## src/rtl/rtxp_pkg.sv

```systemverilog
// rtxp_pkg: shared types and constants for the radix text parser.
// Holds the span phase enum, status codes, register map, digit script table
// and the structs passed between the parser modules. No dependencies.
`timescale 1ns / 1ps

package rtxp_pkg;

  // Span length cap; position and stop counters saturate here.
  localparam int MAX_LEN = 4096;
  localparam int POS_W   = $clog2(MAX_LEN + 1);

  localparam int CHAR_W  = 21;
  localparam int VALUE_W = 64;
  localparam int HALF_W  = 32;
  localparam int STOP_W  = 13;
  localparam int RADIX_W = 6;
  localparam int DIG_W   = 6;
  localparam int PROD_W  = VALUE_W + RADIX_W + 1;

  localparam int ADDR_W  = 4;
  localparam int DATA_W  = 32;

  localparam logic [RADIX_W-1:0] RADIX_RESET = RADIX_W'(10);
  localparam logic [RADIX_W-1:0] RADIX_MAX   = RADIX_W'(36);
  localparam logic [RADIX_W-1:0] BASE_OCT    = RADIX_W'(8);
  localparam logic [RADIX_W-1:0] BASE_DEC    = RADIX_W'(10);
  localparam logic [RADIX_W-1:0] BASE_HEX    = RADIX_W'(16);
  localparam logic [RADIX_W-1:0] BASE_AUTO   = RADIX_W'(0);
  localparam logic [RADIX_W-1:0] BASE_UNARY  = RADIX_W'(1);
  localparam logic [RADIX_W-1:0] BASE_MIN    = RADIX_W'(2);

  // Register index = paddr[3:2]
  typedef enum logic [1:0] {
    REG_RADIX  = 2'd0,
    REG_SIGNED = 2'd1,
    REG_WIDE   = 2'd2
  } reg_idx_t;

  typedef enum logic [2:0] {
    PH_WS       = 3'd0,
    PH_START    = 3'd1,
    PH_ZERO     = 3'd2,
    PH_DIGITS   = 3'd3,
    PH_STOPPED  = 3'd4,
    PH_REJECTED = 3'd5,
    PH_BADBASE  = 3'd6
  } phase_t;

  typedef enum logic [1:0] {
    ST_OK       = 2'd0,
    ST_NO_DIGIT = 2'd1,
    ST_RANGE    = 2'd2,
    ST_MINUS    = 2'd3
  } status_t;

  // Code points of digit zero in each supported script (last: fullwidth).
  localparam int NUM_SCRIPTS = 18;
  localparam logic [CHAR_W-1:0] SCRIPT_ZERO [NUM_SCRIPTS] = '{
    21'h00030, 21'h00660, 21'h006F0, 21'h00966, 21'h009E6, 21'h00A66,
    21'h00AE6, 21'h00B66, 21'h00C66, 21'h00CE6, 21'h00D66, 21'h00E50,
    21'h00ED0, 21'h00F20, 21'h01040, 21'h017E0, 21'h01810, 21'h0FF10
  };

  localparam logic [CHAR_W-1:0] CH_TAB   = 21'h09;
  localparam logic [CHAR_W-1:0] CH_CR    = 21'h0D;
  localparam logic [CHAR_W-1:0] CH_SPACE = 21'h20;
  localparam logic [CHAR_W-1:0] CH_PLUS  = 21'h2B;
  localparam logic [CHAR_W-1:0] CH_MINUS = 21'h2D;
  localparam logic [CHAR_W-1:0] CH_UP_A  = 21'h41;
  localparam logic [CHAR_W-1:0] CH_UP_Z  = 21'h5A;
  localparam logic [CHAR_W-1:0] CH_UP_X  = 21'h58;
  localparam logic [CHAR_W-1:0] CH_LO_A  = 21'h61;
  localparam logic [CHAR_W-1:0] CH_LO_Z  = 21'h7A;
  localparam logic [CHAR_W-1:0] CH_LO_X  = 21'h78;

  typedef struct packed {
    logic             is_space;
    logic             is_minus;
    logic             is_plus;
    logic             is_hex_x;
    logic             is_zero;   // script digit zero (any script)
    logic             dig_ok;    // digit or letter
    logic [DIG_W-1:0] dig_val;
  } char_class_t;

  // Span snapshot handed to the result formatter.
  typedef struct packed {
    logic               rejected;
    logic               no_digits;
    logic               negative;
    logic               overflowed;
    logic               signed_mode;
    logic               wide_mode;
    logic [VALUE_W-1:0] accum;
    logic [POS_W-1:0]   stop;
  } span_fin_t;

endpackage

```

## src/rtl/rtxp_char_class.sv

```systemverilog
// rtxp_char_class: classifies one code point (space, sign, hex x, digit value).
// Depends on rtxp_pkg for the script table and the char_class_t struct.
`timescale 1ns / 1ps

module rtxp_char_class
  import rtxp_pkg::*;
(
  input  logic [CHAR_W-1:0] char_code,
  output char_class_t       cls
);

  function automatic logic [4:0] script_digit(input logic [CHAR_W-1:0] c);
    logic [4:0]        res;
    logic [CHAR_W-1:0] diff;
    res = 5'h10;  // bit 4 set: no match
    for (int i = 0; i < NUM_SCRIPTS; i++) begin
      diff = c - SCRIPT_ZERO[i];
      if (c >= SCRIPT_ZERO[i] && diff < CHAR_W'(10)) begin
        res = {1'b0, diff[3:0]};
      end
    end
    return res;
  endfunction

  logic [4:0]        sd;
  logic [CHAR_W-1:0] up_off;
  logic [CHAR_W-1:0] lo_off;

  assign sd     = script_digit(char_code);
  assign up_off = char_code - CH_UP_A + CHAR_W'(10);
  assign lo_off = char_code - CH_LO_A + CHAR_W'(10);

  always_comb begin
    cls.is_space = (char_code == CH_SPACE) ||
                   (char_code >= CH_TAB && char_code <= CH_CR);
    cls.is_minus = (char_code == CH_MINUS);
    cls.is_plus  = (char_code == CH_PLUS);
    cls.is_hex_x = (char_code == CH_LO_X) || (char_code == CH_UP_X);
    cls.is_zero  = (sd == 5'd0);
    if (!sd[4]) begin
      cls.dig_ok  = 1'b1;
      cls.dig_val = DIG_W'(sd[3:0]);
    end else if (char_code >= CH_UP_A && char_code <= CH_UP_Z) begin
      cls.dig_ok  = 1'b1;
      cls.dig_val = up_off[DIG_W-1:0];
    end else if (char_code >= CH_LO_A && char_code <= CH_LO_Z) begin
      cls.dig_ok  = 1'b1;
      cls.dig_val = lo_off[DIG_W-1:0];
    end else begin
      cls.dig_ok  = 1'b0;
      cls.dig_val = '0;
    end
  end

endmodule

```

## src/rtl/rtxp_result_fmt.sv

```systemverilog
// rtxp_result_fmt: turns a finished span snapshot into value, stop and status.
// Depends on rtxp_pkg for span_fin_t and status codes; purely combinational.
`timescale 1ns / 1ps

module rtxp_result_fmt
  import rtxp_pkg::*;
(
  input  span_fin_t          fin,
  output logic [VALUE_W-1:0] value_bits,
  output logic [STOP_W-1:0]  stop_offset,
  output status_t            status
);

  logic [VALUE_W-1:0] lim;
  logic [VALUE_W-1:0] half;
  logic [VALUE_W-1:0] sat;
  logic [VALUE_W-1:0] mag;
  logic [VALUE_W-1:0] sval;
  logic               oor;

  always_comb begin
    lim  = fin.wide_mode ? '1 : {{(VALUE_W-HALF_W){1'b0}}, {HALF_W{1'b1}}};
    half = fin.wide_mode ? {1'b1, {(VALUE_W-1){1'b0}}}
                         : VALUE_W'({1'b1, {(HALF_W-1){1'b0}}});

    oor = fin.overflowed || (!fin.wide_mode && (|fin.accum[VALUE_W-1:HALF_W]));
    if (fin.signed_mode) begin
      if (fin.negative) oor = oor || (fin.accum > half);
      else              oor = oor || (fin.accum >= half);
    end

    if (!fin.signed_mode)  sat = lim;
    else if (fin.negative) sat = half;
    else                   sat = half - VALUE_W'(1);

    mag  = oor ? sat : fin.accum;
    sval = fin.negative ? (~mag + VALUE_W'(1)) : mag;
    if (!fin.wide_mode) begin
      sval = {{(VALUE_W-HALF_W){fin.signed_mode & sval[HALF_W-1]}}, sval[HALF_W-1:0]};
    end

    if (fin.rejected) begin
      status      = ST_MINUS;
      value_bits  = '0;
      stop_offset = '0;
    end else if (fin.no_digits) begin
      status      = ST_NO_DIGIT;
      value_bits  = '0;
      stop_offset = '0;
    end else begin
      status      = oor ? ST_RANGE : ST_OK;
      value_bits  = sval;
      stop_offset = STOP_W'(fin.stop);
    end
  end

endmodule

```

## src/rtl/radix_integer_text_parser_unit.sv

```systemverilog
// radix_integer_text_parser_unit: streaming string-to-integer parser, top level.
// Depends on rtxp_pkg, rtxp_char_class and rtxp_result_fmt.
// Throughput: one character request per cycle while char_stall is low; span state updates
// in one pass. A result passes through the span snapshot register, then the result
// register; characters of the next span may follow at once.
// Reset (rst, synchronous): radix 10, signed and wide mode on, span state cleared, no result.
`timescale 1ns / 1ps

module radix_integer_text_parser_unit
  import rtxp_pkg::*;
(
  input  logic               clk,
  input  logic               rst,

  // APB-style configuration port
  input  logic               psel,
  input  logic               penable,
  input  logic               pwrite,
  input  logic [ADDR_W-1:0]  paddr,
  input  logic [DATA_W-1:0]  pwdata,
  output logic [DATA_W-1:0]  prdata,
  output logic               pready,

  // character request channel
  input  logic               char_valid,
  output logic               char_stall,
  input  logic [CHAR_W-1:0]  char_code,
  input  logic               last_char,

  // result request channel
  output logic               result_valid,
  input  logic               result_stall,
  output logic [VALUE_W-1:0] value_bits,
  output logic [STOP_W-1:0]  stop_offset,
  output logic [1:0]         status
);

  // ---------------------------------------------------------------------------
  // Configuration registers
  // ---------------------------------------------------------------------------
  logic [RADIX_W-1:0] radix;
  logic               signed_mode;
  logic               wide_mode;
  logic               cfg_wr;
  reg_idx_t           cfg_idx;

  assign pready  = 1'b1;
  assign cfg_wr  = psel && penable && pwrite && pready;
  assign cfg_idx = reg_idx_t'(paddr[3:2]);

  always_ff @(posedge clk) begin
    if (rst) begin
      radix       <= RADIX_RESET;
      signed_mode <= 1'b1;
      wide_mode   <= 1'b1;
    end else if (cfg_wr) begin
      case (cfg_idx)
        REG_RADIX:  radix       <= pwdata[RADIX_W-1:0];
        REG_SIGNED: signed_mode <= pwdata[0];
        REG_WIDE:   wide_mode   <= pwdata[0];
        default: ;
      endcase
    end
  end

  always_comb begin
    case (cfg_idx)
      REG_RADIX:  prdata = DATA_W'(radix);
      REG_SIGNED: prdata = DATA_W'(signed_mode);
      REG_WIDE:   prdata = DATA_W'(wide_mode);
      default:    prdata = '0;
    endcase
  end

  // ---------------------------------------------------------------------------
  // Handshake: snapshot register + result register form a two-entry path.
  // Only a last character needs the snapshot slot, so ordinary characters
  // keep flowing while a result waits downstream.
  // ---------------------------------------------------------------------------
  logic      fin_valid;
  span_fin_t fin;
  span_fin_t fin_next;
  logic      fin_move;
  logic      char_fire;
  logic      span_end;

  assign fin_move   = fin_valid && (!result_valid || !result_stall);
  assign char_stall = last_char && fin_valid && !fin_move;
  assign char_fire  = char_valid && !char_stall;
  assign span_end   = char_fire && last_char;

  // ---------------------------------------------------------------------------
  // Span state
  // ---------------------------------------------------------------------------
  phase_t             phase, phase_next, phase_eff;
  logic [VALUE_W-1:0] accum, accum_next;
  logic [RADIX_W-1:0] base_in_use, base_in_use_next, base_eff;
  logic               negative, negative_next;
  logic               overflowed, overflowed_next;
  logic               got_digit, got_digit_next;
  logic [POS_W-1:0]   position, position_next;
  logic [POS_W-1:0]   stop_pos, stop_pos_next;

  char_class_t cls;

  rtxp_char_class u_class (
    .char_code (char_code),
    .cls       (cls)
  );

  // Radix is latched on the first character of a span; a unary or too-large
  // radix poisons the whole span.
  logic span_first;
  logic bad_radix;

  assign span_first = (position == '0) && (phase == PH_WS);
  assign bad_radix  = (radix == BASE_UNARY) || (radix > RADIX_MAX);
  assign base_eff   = span_first ? radix : base_in_use;
  assign phase_eff  = (span_first && bad_radix) ? PH_BADBASE : phase;

  // Decode which path this character takes
  logic               ws_ph;
  logic               start_path;
  logic               zero_hit;
  logic               zero_take;
  logic               hex_pfx;
  logic               take_now;
  logic [RADIX_W-1:0] start_base;
  logic [RADIX_W-1:0] zero_base;
  logic [RADIX_W-1:0] take_base;
  logic               digit_ok;
  logic [PROD_W-1:0]  prod;
  logic               fits;
  logic [POS_W-1:0]   pos_inc;

  assign ws_ph      = (phase_eff == PH_WS);
  assign start_path = (ws_ph && !cls.is_space && !cls.is_minus && !cls.is_plus) ||
                      (phase_eff == PH_START);
  // leading zero under auto or hex base: maybe a 0x prefix follows
  assign zero_hit   = start_path && cls.is_zero &&
                      ((base_eff == BASE_AUTO) || (base_eff == BASE_HEX));
  assign hex_pfx    = (phase_eff == PH_ZERO) && cls.is_hex_x;
  assign zero_take  = (phase_eff == PH_ZERO) && !cls.is_hex_x;
  assign take_now   = (start_path && !zero_hit) || zero_take || (phase_eff == PH_DIGITS);

  assign start_base = (base_eff == BASE_AUTO) ? BASE_DEC : base_eff;
  assign zero_base  = (base_eff == BASE_AUTO) ? BASE_OCT : base_eff;
  assign take_base  = start_path ? start_base :
                      (phase_eff == PH_ZERO) ? zero_base : base_eff;

  assign digit_ok = cls.dig_ok && (cls.dig_val < take_base) && (take_base >= BASE_MIN);

  // accum * base + digit fits the limit exactly when no overflow would occur
  assign prod = PROD_W'(accum) * PROD_W'(take_base) + PROD_W'(cls.dig_val);
  assign fits = wide_mode ? (prod[PROD_W-1:VALUE_W] == '0)
                          : (prod[PROD_W-1:HALF_W] == '0);

  assign pos_inc = (position == POS_W'(MAX_LEN)) ? position : position + POS_W'(1);

  // next phase
  always_comb begin
    case (phase_eff)
      PH_WS: begin
        if (cls.is_space)      phase_next = PH_WS;
        else if (cls.is_minus) phase_next = signed_mode ? PH_START : PH_REJECTED;
        else if (cls.is_plus)  phase_next = PH_START;
        else if (zero_hit)     phase_next = PH_ZERO;
        else                   phase_next = digit_ok ? PH_DIGITS : PH_STOPPED;
      end
      PH_START: begin
        if (zero_hit) phase_next = PH_ZERO;
        else          phase_next = digit_ok ? PH_DIGITS : PH_STOPPED;
      end
      PH_ZERO: begin
        if (cls.is_hex_x) phase_next = PH_DIGITS;
        else              phase_next = digit_ok ? PH_DIGITS : PH_STOPPED;
      end
      PH_DIGITS: phase_next = digit_ok ? PH_DIGITS : PH_STOPPED;
      default:   phase_next = phase_eff;
    endcase
  end

  // datapath next values
  always_comb begin
    if (hex_pfx)       base_in_use_next = BASE_HEX;
    else if (take_now) base_in_use_next = take_base;
    else               base_in_use_next = base_eff;

    negative_next   = negative || (ws_ph && cls.is_minus && signed_mode);
    overflowed_next = overflowed || (take_now && digit_ok && !fits);
    got_digit_next  = got_digit || zero_hit || (take_now && digit_ok);
    stop_pos_next   = (zero_hit || (take_now && digit_ok)) ? pos_inc : stop_pos;
    position_next   = pos_inc;

    if (zero_hit)                         accum_next = '0;
    else if (take_now && digit_ok && fits) accum_next = prod[VALUE_W-1:0];
    else                                  accum_next = accum;

    fin_next.rejected    = (phase_next == PH_REJECTED);
    fin_next.no_digits   = (phase_next == PH_BADBASE) || !got_digit_next;
    fin_next.negative    = negative_next;
    fin_next.overflowed  = overflowed_next;
    fin_next.signed_mode = signed_mode;
    fin_next.wide_mode   = wide_mode;
    fin_next.accum       = accum_next;
    fin_next.stop        = stop_pos_next;
  end

  always_ff @(posedge clk) begin
    if (rst || span_end) begin
      phase       <= PH_WS;
      accum       <= '0;
      base_in_use <= '0;
      negative    <= 1'b0;
      overflowed  <= 1'b0;
      got_digit   <= 1'b0;
      position    <= '0;
      stop_pos    <= '0;
    end else if (char_fire) begin
      phase       <= phase_next;
      accum       <= accum_next;
      base_in_use <= base_in_use_next;
      negative    <= negative_next;
      overflowed  <= overflowed_next;
      got_digit   <= got_digit_next;
      position    <= position_next;
      stop_pos    <= stop_pos_next;
    end
  end

  // ---------------------------------------------------------------------------
  // Snapshot and result registers
  // ---------------------------------------------------------------------------
  always_ff @(posedge clk) begin
    if (rst) begin
      fin_valid <= 1'b0;
    end else if (span_end) begin
      fin_valid <= 1'b1;
    end else if (fin_move) begin
      fin_valid <= 1'b0;
    end
  end

  always_ff @(posedge clk) begin
    if (span_end) begin
      fin <= fin_next;
    end
  end

  logic [VALUE_W-1:0] fmt_value;
  logic [STOP_W-1:0]  fmt_stop;
  status_t            fmt_status;

  rtxp_result_fmt u_fmt (
    .fin         (fin),
    .value_bits  (fmt_value),
    .stop_offset (fmt_stop),
    .status      (fmt_status)
  );

  always_ff @(posedge clk) begin
    if (rst) begin
      result_valid <= 1'b0;
    end else if (fin_move) begin
      result_valid <= 1'b1;
    end else if (!result_stall) begin
      result_valid <= 1'b0;
    end
  end

  always_ff @(posedge clk) begin
    if (fin_move) begin
      value_bits  <= fmt_value;
      stop_offset <= fmt_stop;
      status      <= fmt_status;
    end
  end

  // ---------------------------------------------------------------------------
  // Assertions
  // ---------------------------------------------------------------------------
`ifndef SYNTHESIS
  // a span end clears the span state for the next span
  a_span_clear: assert property (@(posedge clk) disable iff (rst)
    span_end |=> (position == '0) && (phase == PH_WS) && !got_digit && !negative)
    else $error("span state not cleared after last character");

  // a last character is only taken when the snapshot slot is free or draining
  a_fin_slot: assert property (@(posedge clk) disable iff (rst)
    span_end |-> (!fin_valid || fin_move))
    else $error("snapshot overwritten before reaching result register");

  // rejected minus and no-digit results carry zero value and zero offset
  a_fail_zero: assert property (@(posedge clk) disable iff (rst)
    result_valid && ((status == ST_MINUS) || (status == ST_NO_DIGIT)) |->
      (value_bits == '0) && (stop_offset == '0))
    else $error("failed parse with nonzero value or offset");

  // counters saturate at the span length cap
  a_pos_cap: assert property (@(posedge clk) disable iff (rst)
    (position <= POS_W'(MAX_LEN)) && (stop_pos <= position))
    else $error("position counters out of range");
`endif

endmodule
```

## config.mk

```make
export PLATFORM = sky130hd
export DESIGN_NAME = radix_integer_text_parser_unit
export DESIGN_NICKNAME = d
export VERILOG_FILES = /design/src/rtl/rtxp_pkg.sv /design/src/rtl/rtxp_char_class.sv /design/src/rtl/rtxp_result_fmt.sv /design/src/rtl/radix_integer_text_parser_unit.sv
export SDC_FILE = /design/constraint.sdc
export NUM_CORES = 2
export LEC_CHECK = 0
export BUFFER_PORTS_ARGS = -buffer_cell sky130_fd_sc_hd__clkbuf_2
export CAP_MARGIN = 10
export CORE_UTILIZATION = 35
export CTS_CLUSTER_DIAMETER = 40
export DETAILED_ROUTE_END_ITERATION = 6
export GPL_TIMING_DRIVEN = 1
export PLACE_DENSITY_LB_ADDON = 0.25
export SETUP_SLACK_MARGIN = 0.02
export SLEW_MARGIN = 20
export SYNTH_ARGS = -nofsm -noshare
export SYNTH_HDL_FRONTEND = slang
export SYNTH_HIERARCHICAL = 1
export SYNTH_SLANG_ARGS = --single-unit
export TNS_END_PERCENT = 20
```

## constraint.sdc

```tcl
create_clock -name clk -period 9.3 [get_ports clk]
set_clock_uncertainty 0.05 [all_clocks]
set_input_delay 0.465 -clock clk [delete_from_list [all_inputs] [get_ports clk]]
set_output_delay 0.465 -clock clk [all_outputs]
set_load 0.02 [all_outputs]
```

==> flow_metrics.py <==
metrics = {
    "place": {
        "numPortBuffers": 123,
        "place.gp.congestion": 0.9816,
        "post-place-cells": 5891,
        "hpwl_um": 99190,
        "placed_area_mm2": 0.03909,
    },
    "route": {
        "avgRoutedWirePerCell_um": 21.59,
        "viasPerCell": 5.789,
        "met1_length_um": 58070,
        "dr_wl_met3_um": 12570,
        "met2WireLength_um": 54820,
        "drt_first_pass_iters": 6,
        "drcViolationCount": 0,
        "routed_wl_um": 128800,
        "via_count": 34550,
        "drtIter0Drc": 4005,
        "ant_nets": 0,
        "highest_layer": "met4",
    },
    "sta": {
        "worst_slew_pin_slew_ps": 1107,
        "finalHoldViolations": 0,
        "finalSetupViolCount": 0,
        "hold_slack_ps": 129.5,
        "rsz0062_at_grt": "yes",
        "tns_ps": 0,
        "slew_viol_final": 0,
        "timing.final.crit_share_pct": 97.84,
        "relSlewSlack_pct": 25.96,
        "timing.fmax_ghz": 0.1099,
        "fin_crit_ps": 9099,
    },
    "setup_path": {
        "cp.required_ps": 9580,
        "timing_worst_setup_path_type": "in2reg",
        "crit_path_max_incr_delay_ps": 550,
        "critPathTopFamily": "simple AND/OR/NAND/NOR gates",
        "cp_max_fo": 11,
        "arrival_ps": 9380,
        "crit_slowest_cell": "or4_4",
        "critPathCaptureType": "flop",
        "cp_common_cell": "buf_4",
        "crit_buf_inv": 14,
        "crit_path_start_kind": "input pin",
    },
    "finish": {
        "nFillCells": 9681,
        "fin_nets": 5159,
        "final_common_cell": "nor2_1",
        "postLayoutCellArea_mm2": 0.04100,
        "diodes": 0,
        "synthToLayoutAreaGrowth_pct": 20.37,
        "final_cells": 5967,
        "drive_gt1_share_pct": 19.36,
        "mostFrequentLayoutCells": "nor2_1 (608), buf_4 (523), nand2_1 (328), inv_1 (302), a21oi_1 (278)",
    },
    "pwr": {
        "p_sw_uw": 983.8,
        "power_density_mw_per_mm2": 82.53,
        "combPwrFrac_pct": 18.0,
        "sw_frac_of_total_pct": 29.08,
        "intPower_mw": 2.400,
        "seq_power_share_pct": 39.2,
        "pwr-share-clk_pct": 42.8,
        "irDropWorstVdd_mv": 0.1198,
        "p_leak_nw": 16.68,
    },
    "floorplanning": {
        "core_mm2": 0.09657,
        "ios": 179,
        "die_w_um": 313.9,
        "start_util_pct": 35.27,
        "rows": 114,
        "fp.dieH_um": 313.9,
        "die-area_mm2": 0.09856,
    },
    "logic_synthesis": {
        "synthArstFlopShare_pct": 0,
        "yosysWarnings": 6,
        "synth_edf_count": 162,
        "yosysTopAreaCell": "fa_1",
        "synthTopCellsByArea": "fa_1 (15%), edfxtp_1 (14%), nor2_1 (6.8%)",
        "synth.distinct_cells": 118,
        "synth_top_cell_area_share_pct": 14.81,
        "synthCells": 4259,
        "syn_avg_cell_area_um2": 7.997,
        "synth-seq-area-share_pct": 20.87,
        "syn_area_mm2": 0.03406,
        "synth-main-ff-cell": "edfxtp_1",
        "ys_ff_latch": 274,
    },
    "min_path": {
        "hold_path_class": "in2reg",
    },
    "global_route": {
        "grt_first_pass_wirelength_um": 197400,
        "antenna_found_initial": 2,
        "grt-ovfl-total": 0,
        "grt_max_degree": 76,
        "grt_pass1_vias": 32810,
        "grt_usage_pct": 25.34,
    },
    "clock_tree": {
        "clock_latency_ps": 530,
        "cts.path.max_buffers": 3,
        "root_buffer": "clkbuf_16",
        "clkSlewWorstSetupHoldPaths_ps": 60,
        "cts_tree": "yes",
        "cts_max_level": 2,
        "clock_sinks": 274,
        "cts_buffers": 36,
    },
    "job": {
        "maxCapViolations": 0,
    },
    "run_status": {
        "status": "completed",
    },
}
[flip-flops by register name, indices dropped and copies added, names as in the netlist]
name,count
fin_valid,1
overflowed,1
radix,6
wide_mode,1
result_valid,1
value_bits,64
negative,1
stop_pos,13
signed_mode,1
accum,64
phase,3
position,13
status,2
got_digit,1
fin,83
base_in_use,6
stop_offset,13
[worst register-to-register path, delay by kind of cell, from the launching register on]
family | cells | cell delay [ps]
fa+ha+maj | 6 | 2500
flops | 1 | 320
mux | 1 | 260
compound gates | 7 | 1620
simple gates | 10 | 2210
buf+inv | 13 | 1840
[cells in the mapped netlist, types with 68 or more instances]
| library cell | count |
|---|---|
| nor2_1 | 617 |
| nand2_1 | 330 |
| inv_1 | 303 |
| a21oi_1 | 293 |
| fa_1 | 252 |
| o21ai_0 | 206 |
| clkbuf_1 | 194 |
| ha_1 | 179 |
| edfxtp_1 | 162 |
| nor3_1 | 121 |
| dfxtp_1 | 112 |
| nand3_1 | 94 |
| nand4_1 | 86 |
| xnor2_1 | 80 |
| and2_1 | 68 |
[metal layers]
layer	vias up	global-route usage, %
li1	16010	-
met1	16760	37.56
met2	1593	37.41
met3	179	4.796
met4	0	6.397
met5	-	0
[final timing paths]
check             cells past startpoint           from            to  slack [ps]
hold / removal                        3      pwdata[1]      radix[1]         130
setup / recovery                     40  char_code[20]       fin[32]         200
setup reg to reg                     37    position[0]       fin[32]         300
hold reg to reg                       2   stop_pos[12]  stop_pos[12]         410
[through the flow]
| step | utilization, % | total power [mW] | worst slack, ps |
|---|---|---|---|
| 5_1_grt | 42.45 | 3.491 | -70.99 |
| 6_report | 42.45 | 3.383 | 200.7 |
| 4_1_cts | 41.80 | 3.354 | 30.47 |
| 3_3_place_gp | 40.47 | 1.911 | -515.5 |
| 2_1_floorplan | - | 1.707 | 254.7 |
| 3_5_place_dp | 40.48 | 1.909 | -580.7 |
[logic make-up (layout without fill, tap and decap cells)]
logic type	count (synthesis)	count (layout)	synth area share, %
and+or+nand+nor	1658	1658	23.83
AOI/OAI and AO/OA	1082	1082	21.32
buffers and inverters	642	1049	7.954
adders and majority gates	431	431	21.39
DFF	274	274	20.87
xor gates and xnor gates	121	121	3.112
muxes	49	49	1.514
other	2	27	0.02205
[power groups by stage]
stage	registers, mW	logic (mW)	clock network, mW
floorplan	1.36	0.351	0
global placement	1.35	0.559	0
detailed placement	1.35	0.557	0
CTS	1.33	0.559	1.47
global route	1.33	0.640	1.52
finish	1.33	0.608	1.45
[cell type report]
cell class                 count  area [um^2]  share of cell area [%]
multi-input combinational   3368        24840                   60.60
sequential                   274         7107                   17.34
timing repair buffer         670         5004                   12.21
tap                         1276         1597                   3.894
inverter                     313         1180                   2.878
clock buffer                  43        979.7                   2.390
clock inverter                23        287.8                  0.7020
[what timing repair did]
item,in CTS,in global routing
endpoints found under the hold margin,0,0
hold buffers,0,0
pin swaps,0,21
buffers inserted,0,3
endpoints found under the setup margin,83,130
resized for setup,2,95
cloned,0,7
No activity file was read; power rests on OpenSTA's default activity.
